## src/sv/assert_macros.svh

```systemverilog
`ifndef ASSERT_MACROS_SVH
`define ASSERT_MACROS_SVH

// Immediate-implication check, sampled on the rising clock, off during reset
`define CHK_NOW(lbl, clk, rst_n, ante, cons) \
	lbl: assert property (@(posedge clk) disable iff (!(rst_n)) (ante) |-> (cons)) \
		else $error("check failed");

// Next-cycle implication check, sampled on the rising clock, off during reset
`define CHK_NEXT(lbl, clk, rst_n, ante, cons) \
	lbl: assert property (@(posedge clk) disable iff (!(rst_n)) (ante) |=> (cons)) \
		else $error("check failed");

`endif

```

## src/sv/sudq_pkg.sv

```systemverilog
`timescale 1ns / 1ps

package sudq_pkg;

	// Defaults for the top-level parameters
	localparam int CAPACITY_DEF = 16;
	localparam int KEY_BITS_DEF = 32;

	// Fixed port widths
	localparam int OP_W     = 3;
	localparam int KEY_IN_W = 32;
	localparam int STAT_W   = 2;

	// Operation codes
	typedef enum logic [OP_W-1:0] {
		OP_INSERT  = 3'd0,
		OP_POP_MIN = 3'd1,
		OP_POP_MAX = 3'd2,
		OP_FIND    = 3'd3,
		OP_REMOVE  = 3'd4
	} op_t;

	// Status codes
	localparam logic [STAT_W-1:0] ST_OK   = 2'd0;
	localparam logic [STAT_W-1:0] ST_DUP  = 2'd1;
	localparam logic [STAT_W-1:0] ST_MISS = 2'd2;
	localparam logic [STAT_W-1:0] ST_FULL = 2'd3;

	// Shift command broadcast to every cell
	typedef struct packed {
		logic ins;      // open a slot at the insert point, shift the rest up
		logic del_all;  // shift the whole row down by one
		logic del_ge;   // shift down every cell not below the key
	} cell_ctrl_t;

endpackage

```

## src/sv/sorted_unique_deque_queue.sv

```systemverilog
`timescale 1ns / 1ps
`include "assert_macros.svh"

// Sorted set of up to CAPACITY distinct keys held in a row of cells, smallest
// in cell 0. Each beat is one operation (insert, pop smallest, pop largest,
// find, remove): the key is broadcast to all cells, each cell compares it
// with its own entry in parallel, and the row shifts up or down by one cell
// where needed as the beat is taken. One result beat follows each input beat
// from an output register on the next cycle; a new input beat is taken
// every cycle as long as the previous result is taken or is being taken, so
// the sustained rate is one beat per cycle. No clearing pass after reset.
module sorted_unique_deque_queue
	import sudq_pkg::*;
#(
	parameter int CAPACITY = CAPACITY_DEF,
	parameter int KEY_BITS = KEY_BITS_DEF,
	parameter int CNT_W    = $clog2(CAPACITY + 1)
) (
	input  logic                clk,
	input  logic                arst_n,
	input  logic                in_valid,
	output logic                in_ready,
	input  logic [OP_W-1:0]     operation,
	input  logic [KEY_IN_W-1:0] key,
	output logic                out_valid,
	input  logic                out_ready,
	output logic [STAT_W-1:0]   status,
	output logic [KEY_IN_W-1:0] result_key,
	output logic [CNT_W-1:0]    count
);

	localparam int KW = (KEY_BITS < KEY_IN_W) ? KEY_BITS : KEY_IN_W;
	localparam logic [CNT_W-1:0] CAP_C = CNT_W'(CAPACITY);
	localparam logic [CNT_W-1:0] ONE_C = CNT_W'(1);

	logic [KW-1:0]       k;
	logic                acc;
	logic [CNT_W-1:0]    count_q;
	logic [CNT_W-1:0]    count_nxt;
	cell_ctrl_t          ctrl;
	cell_ctrl_t          ctrl_req;
	logic [KW-1:0]       key_vec [CAPACITY];
	logic [CAPACITY-1:0] lt_vec;
	logic [CAPACITY-1:0] eq_vec;
	logic                hit;
	logic                full;
	logic [KW-1:0]       min_key;
	logic [KW-1:0]       max_key;
	logic [STAT_W-1:0]   st_nxt;
	logic [KW-1:0]       rk_nxt;
	logic                out_valid_q;
	logic [STAT_W-1:0]   status_q;
	logic [KEY_IN_W-1:0] result_key_q;
	logic [CNT_W-1:0]    count_out_q;

	assign k        = key[KW-1:0];
	assign in_ready = !out_valid_q || out_ready;
	assign acc      = in_valid && in_ready;

	// Row of key cells
	for (genvar i = 0; i < CAPACITY; i++) begin : g_cell
		logic [KW-1:0] lkey;
		logic          llt;
		logic [KW-1:0] rkey;

		if (i == 0) begin : g_first
			assign lkey = key_vec[i];
			assign llt  = 1'b1;
		end else begin : g_mid
			assign lkey = key_vec[i-1];
			assign llt  = lt_vec[i-1];
		end

		if (i == CAPACITY - 1) begin : g_last
			assign rkey = key_vec[i];
		end else begin : g_inner
			assign rkey = key_vec[i+1];
		end

		sudq_cell #(
			.KW   (KW),
			.CNT_W(CNT_W),
			.IDX  (i)
		) u_cell (
			.clk      (clk),
			.arst_n   (arst_n),
			.ctrl     (ctrl),
			.k        (k),
			.held     (count_q),
			.left_key (lkey),
			.left_lt  (llt),
			.right_key(rkey),
			.key_q    (key_vec[i]),
			.lt       (lt_vec[i]),
			.eq       (eq_vec[i])
		);
	end

	// Gather hit flag and the largest held key
	always_comb begin
		max_key = '0;
		for (int i = 0; i < CAPACITY; i++) begin
			if (count_q == CNT_W'(i + 1)) begin
				max_key = max_key | key_vec[i];
			end
		end
	end

	assign hit     = |eq_vec;
	assign full    = count_q == CAP_C;
	assign min_key = key_vec[0];

	// Decode the operation into a shift command, status and new count
	always_comb begin
		ctrl_req  = '0;
		count_nxt = count_q;
		st_nxt    = ST_OK;
		rk_nxt    = '0;
		unique case (operation)
			OP_INSERT: begin
				if (hit) begin
					st_nxt = ST_DUP;
				end else if (full) begin
					st_nxt = ST_FULL;
				end else begin
					ctrl_req.ins = 1'b1;
					count_nxt    = count_q + ONE_C;
				end
			end
			OP_POP_MIN: begin
				if (count_q == '0) begin
					st_nxt = ST_MISS;
				end else begin
					ctrl_req.del_all = 1'b1;
					count_nxt        = count_q - ONE_C;
					rk_nxt           = min_key;
				end
			end
			OP_POP_MAX: begin
				if (count_q == '0) begin
					st_nxt = ST_MISS;
				end else begin
					count_nxt = count_q - ONE_C;
					rk_nxt    = max_key;
				end
			end
			OP_FIND: begin
				if (hit) begin
					rk_nxt = k;
				end else begin
					st_nxt = ST_MISS;
				end
			end
			OP_REMOVE: begin
				if (hit) begin
					ctrl_req.del_ge = 1'b1;
					count_nxt       = count_q - ONE_C;
					rk_nxt          = k;
				end else begin
					st_nxt = ST_MISS;
				end
			end
			default: begin
			end
		endcase
	end

	// Move the row only on an accepted beat
	assign ctrl = acc ? ctrl_req : '0;

	// Hold the count of stored keys
	always_ff @(posedge clk or negedge arst_n) begin
		if (!arst_n) begin
			count_q <= '0;
		end else if (acc) begin
			count_q <= count_nxt;
		end
	end

	// Hold the result beat until taken
	always_ff @(posedge clk or negedge arst_n) begin
		if (!arst_n) begin
			out_valid_q <= 1'b0;
		end else if (acc) begin
			out_valid_q <= 1'b1;
		end else if (out_ready) begin
			out_valid_q <= 1'b0;
		end
	end

	always_ff @(posedge clk) begin
		if (acc) begin
			status_q     <= st_nxt;
			result_key_q <= KEY_IN_W'(rk_nxt);
			count_out_q  <= count_nxt;
		end
	end

	assign out_valid  = out_valid_q;
	assign status     = status_q;
	assign result_key = result_key_q;
	assign count      = count_out_q;

	`CHK_NOW(a_count_cap, clk, arst_n, 1'b1, count_q <= CAP_C)
	`CHK_NEXT(a_ins_grows, clk, arst_n,
		acc && (operation == OP_INSERT) && !hit && !full,
		count_q == $past(count_q) + ONE_C)
	`CHK_NEXT(a_pop_empty, clk, arst_n,
		acc && ((operation == OP_POP_MIN) || (operation == OP_POP_MAX)) && (count_q == '0),
		out_valid_q && (status_q == ST_MISS) && (count_q == '0))

endmodule

```

## src/sv/sudq_cell.sv

```systemverilog
`timescale 1ns / 1ps
`include "assert_macros.svh"

module sudq_cell
	import sudq_pkg::*;
#(
	parameter int KW    = 32,
	parameter int CNT_W = 5,
	parameter int IDX   = 0
) (
	input  logic             clk,
	input  logic             arst_n,
	input  cell_ctrl_t       ctrl,
	input  logic [KW-1:0]    k,
	input  logic [CNT_W-1:0] held,
	input  logic [KW-1:0]    left_key,
	input  logic             left_lt,
	input  logic [KW-1:0]    right_key,
	output logic [KW-1:0]    key_q,
	output logic             lt,
	output logic             eq
);

	localparam logic [CNT_W-1:0] IDX_C = CNT_W'(IDX);

	logic occ;

	// Compare the broadcast key against the held key
	assign occ = IDX_C < held;
	assign lt  = occ && (key_q < k);
	assign eq  = occ && (key_q == k);

	// Shift up on insert, down on delete, else hold
	always_ff @(posedge clk) begin
		if (ctrl.ins) begin
			if (!lt) begin
				key_q <= left_lt ? k : left_key;
			end
		end else if (ctrl.del_all || (ctrl.del_ge && !lt)) begin
			key_q <= right_key;
		end
	end

	`CHK_NOW(a_sorted, clk, arst_n, (IDX != 0) && occ, left_key < key_q)

endmodule

```

## config.mk

```make
export PLATFORM = sky130hd
export DESIGN_NAME = sorted_unique_deque_queue
export DESIGN_NICKNAME = d
export VERILOG_FILES = /design/src/sv/sudq_pkg.sv /design/src/sv/sorted_unique_deque_queue.sv /design/src/sv/sudq_cell.sv
export VERILOG_INCLUDE_DIRS = /design/src /design/src/sv
export SDC_FILE = /design/constraint.sdc
export NUM_CORES = 2
export LEC_CHECK = 0
export CORE_MARGIN = 2
export CORE_UTILIZATION = 30
export DETAILED_ROUTE_END_ITERATION = 7
export DONT_BUFFER_PORTS = 1
export GPL_ROUTABILITY_DRIVEN = 0
export PLACE_DENSITY = 0.56
export SETUP_SLACK_MARGIN = 0.05
export SYNTH_ARGS = -nofsm -noshare
export SYNTH_HDL_FRONTEND = slang
export SYNTH_SLANG_ARGS = --single-unit
```

## constraint.sdc

```tcl
create_clock -name clk -period 16.9 [get_ports clk]
set_clock_uncertainty 0.2 [all_clocks]
set_input_delay 0 -clock clk [delete_from_list [all_inputs] [get_ports clk]]
set_output_delay 0 -clock clk [all_outputs]
set_load 0.02 [all_outputs]
```

Word level (Yosys, flattened, before mapping). Index checks and enable logic that the tools add are counted.

Bits in registers: 557. Bits of input ports: 39. Logic and storage cells: 339.

Add/sub/neg operators: 2. $lt $le $gt $ge: 32. Equal/unequal tests: 51. Multiplexer cells: 100. Bitwise logic cells: 16. Reductions and logical operators: 117.

Operator list (count): 32-bit two-way mux (79); 32-bit == test (16); 32-bit < comparator (16); 32-bit bitwise OR (15); 32-bit one-hot mux with 3 select lines (1); 1-bit logical AND (48); 5-bit by 4-bit == test with 1-bit output, second input constant (8); 4-bit by 5-bit < comparator with 1-bit output, first input constant (8); 2-bit AND reduction (16); 2-bit nonzero test (16); 2-bit != test, second input constant (15); 5-bit by 3-bit == test with 1-bit output, second input constant (4); 3-bit by 5-bit < comparator with 1-bit output, first input constant (4); 5-bit two-way mux (4); 1-bit zero test (16); 1-bit logical OR (16); 16-bit OR reduction (1); 5-bit one-hot mux with 3 select lines (1); 5-bit by 2-bit == test with 1-bit output, second input constant (2); 1-bit by 5-bit < comparator with 1-bit output, first input constant (2); 2-bit by 5-bit < comparator with 1-bit output, first input constant (2); 1-bit two-way mux (9); 2-bit two-way mux (4); 3-bit by 2-bit == test with 1-bit output, second input constant (2); other kinds (12) (13).

Longest topological paths before layout.
Depth after elaboration: 34. Depth in mapped cells: 18. Depth with buffers taken out: 11.

Cells and area by module. Synthesis repeated with hierarchy kept, for this count alone.

Cells, all modules: 4852. Area, all modules: 45947.8 um^2.

Modules (own cells, without submodules): sorted_unique_deque_queue (times used 1, cells an instance 706, area each 6045.8 um^2); sudq_cell (g_cell[10].u_cell ...) (times used 2, cells an instance 259, area each 2498.6 um^2); sudq_cell (g_cell[0].u_cell) (times used 1, cells an instance 259, area each 2527.4 um^2); sudq_cell (g_cell[2].u_cell) (times used 1, cells an instance 260, area each 2504.9 um^2); sudq_cell (g_cell[11].u_cell) (times used 1, cells an instance 261, area each 2501.1 um^2); sudq_cell (g_cell[12].u_cell) (times used 1, cells an instance 259, area each 2499.9 um^2); sudq_cell (g_cell[14].u_cell) (times used 1, cells an instance 260, area each 2498.6 um^2); sudq_cell (g_cell[3].u_cell) (times used 1, cells an instance 261, area each 2497.4 um^2); sudq_cell (g_cell[6].u_cell) (times used 1, cells an instance 260, area each 2497.4 um^2); sudq_cell (g_cell[5].u_cell) (times used 1, cells an instance 258, area each 2496.1 um^2); sudq_cell (g_cell[15].u_cell) (times used 1, cells an instance 258, area each 2483.6 um^2); sudq_cell (g_cell[9].u_cell) (times used 1, cells an instance 260, area each 2483.6 um^2); sudq_cell (g_cell[1].u_cell) (times used 1, cells an instance 258, area each 2482.4 um^2); sudq_cell (g_cell[13].u_cell) (times used 1, cells an instance 258, area each 2481.1 um^2); 2 more rows.

Worst setup path before layout. Ideal clock, no wire load.

Path kind: register to register. From: register count_q[1]. To: register g_cell[0].u_cell.key_q[0] (enable). Setup time: 466 ps. Arrival: 5210 ps. Required time: 16234 ps. Path slack: 11024 ps. Stages on the path, launching flop included: 13. Buffers on the path: 2. Period minus slack after synthesis: 5876 ps. Path through: dfrtp_1 > clkbuf_1 > inv_1 > ha_1 > nor4b_4 > a2111oi_0 > nand3_1 > o2111ai_1 > nor4_2 > mux2i_1 > or2_2 > clkbuf_1 > o21ai_0.

Longest elaborated chain between the ends: 10. Elaborated cells between the ends (all ways): 50. Those cells by class: order compare (16); eq/ne (2); mux (8); reduce/logical (24).

Ends and longest elaborated chain: start: declaration (RTL line sorted_unique_deque_queue.sv:38) `logic [CNT_W-1:0] count_q;`; start signal: assignment (RTL line sorted_unique_deque_queue.sv:176) `count_q <= count_nxt;`; 1-bit by 5-bit < comparator with 1-bit output, or another cell as far along (RTL line sudq_cell.sv:29) `assign occ = IDX_C < held;`; 1-bit logical AND (RTL line sudq_cell.sv:31) `assign eq = occ && (key_q == k);`; 16-bit OR reduction (RTL line sorted_unique_deque_queue.sv:109) `assign hit = |eq_vec;`; 1-bit two-way mux (RTL line sorted_unique_deque_queue.sv:155) `if (hit) begin`; 1-bit two-way mux (RTL line sorted_unique_deque_queue.sv:119) `unique case (operation)`; 3-bit two-way mux (RTL line sorted_unique_deque_queue.sv:169) `assign ctrl = acc ? ctrl_req : '0;`; 1-bit logical AND (RTL line sudq_cell.sv:39) `end else if (ctrl.del_all || (ctrl.del_ge && !lt)) begin`; 1-bit logical OR (RTL line sudq_cell.sv:39); 2-bit nonzero test (no line); 2-bit AND reduction (no line) (*); end signal: assignment (RTL line sudq_cell.sv:37) `key_q <= left_lt ? k : left_key;`; end signal: assignment (RTL line sudq_cell.sv:40) `key_q <= right_key;`; end: declaration (RTL line sudq_cell.sv:19) `output logic [KW-1:0] key_q,`.

Every way passes the cells marked *; elsewhere a longest branch is shown, timed or not. A chain may end at the register's enable or synchronous reset.

Final worst setup path.
From: register count_q[1]. To: register g_cell[12].u_cell.key_q[15], data pin.

Longest elaborated chain between the ends: 7. Elaborated cells between the ends (all ways): 42. Those cells by class: order compare (16); eq/ne (1); mux (7); reduce/logical (18).

Ends and longest elaborated chain: 1-bit by 5-bit < comparator with 1-bit output, or another cell as far along (RTL line sudq_cell.sv:29); 1-bit logical AND (RTL line sudq_cell.sv:31); 16-bit OR reduction (RTL line sorted_unique_deque_queue.sv:109); 1-bit two-way mux (RTL line sorted_unique_deque_queue.sv:121) `if (hit) begin`; 1-bit two-way mux (RTL line sorted_unique_deque_queue.sv:119); 3-bit two-way mux (RTL line sorted_unique_deque_queue.sv:169); 32-bit two-way mux (*) (RTL line sudq_cell.sv:35) `if (ctrl.ins) begin`; end signal: assignment (RTL line sudq_cell.sv:37); end signal: assignment (RTL line sudq_cell.sv:40); end: declaration (RTL line sudq_cell.sv:19).

Every way passes the cells marked *; elsewhere a longest branch is shown, timed or not. The select of a mux whose other input is x is not followed.

==> metrics <==
number of cells in the finished layout apart from fillers=6233; number of design rule violations left after detail routing=6; TritonCTS clock tree=yes; layout filler cell count=14300; slew at the pin with the worst max-slew slack=approximately 1500 ps; buffers inserted by post-CTS timing repair=0; final period demand of the worst path=6800 ps; pwr dens=between 100 and 150 mW/mm2; WL/cell=33.1 um; largest net degree at the start of global routing=253; Final Slew Violations=0; LEAKAGE=between 15 and 20 nW; number of unique standard cell types used by synthesis=~70; post-synthesis adder-cell area fraction=0.153; syn avg cell area=about 9.7 um2; Most common cell on crit path=buf_4; grt total ovfl=0; Yosys top cell by area=edfxtp_1; worst slack on hold paths=~28 ps; count of buffers inserted at the top-level ports=0; worst hold path cell count=5; Die Outline Area=approximately 0.14 mm2; share of cells above drive strength 1=0.0617; H-Tree Level Count=3; Die Ht=roughly 380 um; area growth from synthesis to layout=11.5%; Post-Synthesis Net Count=4923; critical path peak fanout=80; status=complete, but fails checks; top routing layer in use=met5; Synth Register Bits=557; final-report hold violation count=0; clock edge transition at the registers on the reported setup and hold paths=70 ps; class of the tightest hold or removal check=in -> reg; number of global-route vias before repair=between 30000 and 40000; critical hold path startpoint=operation[1]; combined area of all synthesized cells=approximately 0.042 mm2; total routing resource utilization after global routing=0.275; total length of routed wires=about 210000 um; critical path endpoint category=register; via total after detailed routing=39700; largest incremental delay on the critical path=830 ps; Initial Util=0.303; total power draw=4.90 mW; core region area=0.140 mm2; Setup TNS=0 ps; worst-path cell with the longest stage delay=or4_1; sequential fraction of the synthesis area=0.394; element type at the critical path start=register; cells taking the most area after synthesis=edfxtp_1, ha_1, mux2i_1; number of rows in the core area=137; post-synth top area share=0.390; critical path cell sequence=inv_1 > ha_1 > nor4b_4 > buf_4 > a2111oi_0 > nand3_1 > nand3b_1 > or4_1 > nor3_4 > buf_4 > buf_4 > buf_4 > nand2_1 > o211ai_1; final setup violation count=0; unrepaired setup endpoints after global routing=false; wire length of the first global-routing pass=287000 um; mux cell area share after synthesis=0.0886; violated checks=design-rule violations, max-capacitance violations; timing startpoint of the critical path=count_q[1]; die width=about 380 um; startpoint of the worst register-to-register path=count_q[1]; final layout net count=approximately 4900; proportion of register bits with asynchronous set or reset after synthesis=0.0108; first-iteration detailed-routing DRC count=7107; wl on met1=78700 um; Routed Antenna Nets=0; later-pin clock latency in the skew report=690 ps; most numerous cell types in the synthesized netlist=nand2_1, edfxtp_1, ha_1, a21oi_1, mux2i_1; Placed Cells=slightly above 6000; Max Clock Freq=0.147 GHz; combinational family with the most area after synthesis=compound AO/OA/AOI/OAI gates; count of warnings emitted by yosys=0; total cell area at the placement stage=between 0.04 and 0.05 mm2; placed wire-length estimate=~130000 um; number of buffers inserted during clock tree synthesis=70; routed length on met2=~84000 um; final standard cell area without fillers=0.0473 mm2; clk buf depth=3; simple-gate area share of the yosys netlist=0.134; largest vdd supply drop=103 uV; vias per inst=6.37; Max-Slew Margin vs Limit=0.000362; cells after synthesis=4367; number of maximum-capacitance violations=1; Num Clock Sinks=557; met3 WL post-DR=29100 um; Top Ports=80; Synth Area in Compound Gates=0.193; leading register cell type out of synthesis=edfxtp_1; Clk Tree Root Cell=clkbuf_16; Critical Path RT=17200 ps; 1st-pass router iterations=8; share of the clock period used by the worst path=0.402; critical path arrival=7090 ps; Worst Reg-to-Reg Cells=14; worst setup path class=reg -> reg; library cell with the highest instance count after synthesis=nand2_1; fraction of synthesized cell area in xor and xnor cells=0.000827; EDFF count, synth=around 550; initial antenna violation count=16
==> per-stage QoR <==
| stage | utilization | setup slack, ps |
|---|---|---|
| 2_1_floorplan | - | 11020 |
| 3_3_place_gp | 0.318 | 10570 |
| 3_5_place_dp | 0.318 | 10470 |
| 4_1_cts | 0.338 | 10480 |
| 5_1_grt | 0.338 | 9980 |
| 6_report | 0.338 | 10100 |
==> report_power, final <==
group,leakage (nW),internal [mW],total [mW],switching [mW]
registers,5.11,1.62,1.76,0.132
clock network,1.06,0.848,1.50,0.656
logic,13.3,0.515,1.64,1.12
==> cell type report <==
type / instances / area, um2 / share of cell area
multi-input combinational: 3455 / 24500 / 0.519
sequential: 557 / 16700 / 0.353
inverter: 72 / 270 / 0.00572
tap: 1876 / 2350 / 0.0497
timing repair buffer: 139 / 1220 / 0.0259
antenna: 10 / 25.0 / 0.000530
clock buffer: 88 / 1880 / 0.0399
clock inverter: 36 / 275 / 0.00583
==> cell families after synthesis <==
logic type      after synthesis
simple gates               1235
xor+xnor                      4
mux                         371
compound gates             1327
fa+ha+maj                   518
flops                       557
buf+inv                     355
==> flip-flops by register name (all words and copies together), names as in the netlist <==
signal / flops
count: 5
count_q: 5
g_cell.u_cell.key_q: 512
out_valid: 1
result_key: 32
status: 2
==> per-layer routing <==
| layer | up-vias | track usage |
|---|---|---|
| met5 | - | 0 |
| met4 | 14 | 0.157 |
| met2 | 3283 | 0.394 |
| met1 | 19000 | 0.367 |
| li1 | 16700 | - |
| met3 | 775 | 0.0799 |
==> timing repair <==
action	in CTS	in global routing
hold buffers	62	0
hold endpoints to repair	569	0
resized for setup	0	0
setup endpoints to repair	0	0
==> worst max-delay path, delay by kind of cell (launching register included) <==
family | cells | cell delay [ps]
and+or+nand+nor | 6 | 1700
adders and majority gates | 1 | 220
buffers and inverters | 5 | 3300
DFF | 1 | 580
AOI/OAI and AO/OA | 2 | 460
==> final timing paths <==
check / endpoint / slack (ps)
max: g_cell[12].u_cell.key_q[15] / 10100
min: result_key[24] / 30
max reg2reg: g_cell[12].u_cell.key_q[15] / 10100
min reg2reg: g_cell[5].u_cell.key_q[1] / 440
max in group asynchronous: count_q[3] / 16120
min in group asynchronous: out_valid / 50
==> cells in the final DEF, fill, tap and decap left out, types with 19 or more instances in the layout <==
master,count
a21o_1,124
o21a_1,20
mux2_2,33
o21ai_0,321
nand2_1,574
nor2_1,196
dlygate4sd3_1,62
o21ai_1,104
a22o_1,22
a22oi_1,52
edfxtp_1,551
mux2i_1,338
a21oi_1,384
o211ai_1,75
ha_1,517
a221oi_1,37
and3_1,26
buf_4,75
clkinv_1,20
nand3_1,117
clkbuf_16,73
nor2b_1,47
a211oi_1,21
nor4_1,19
a222oi_1,72
inv_1,71
nor3_1,32
nand4_1,129
(Power assumes the default switching activity.)
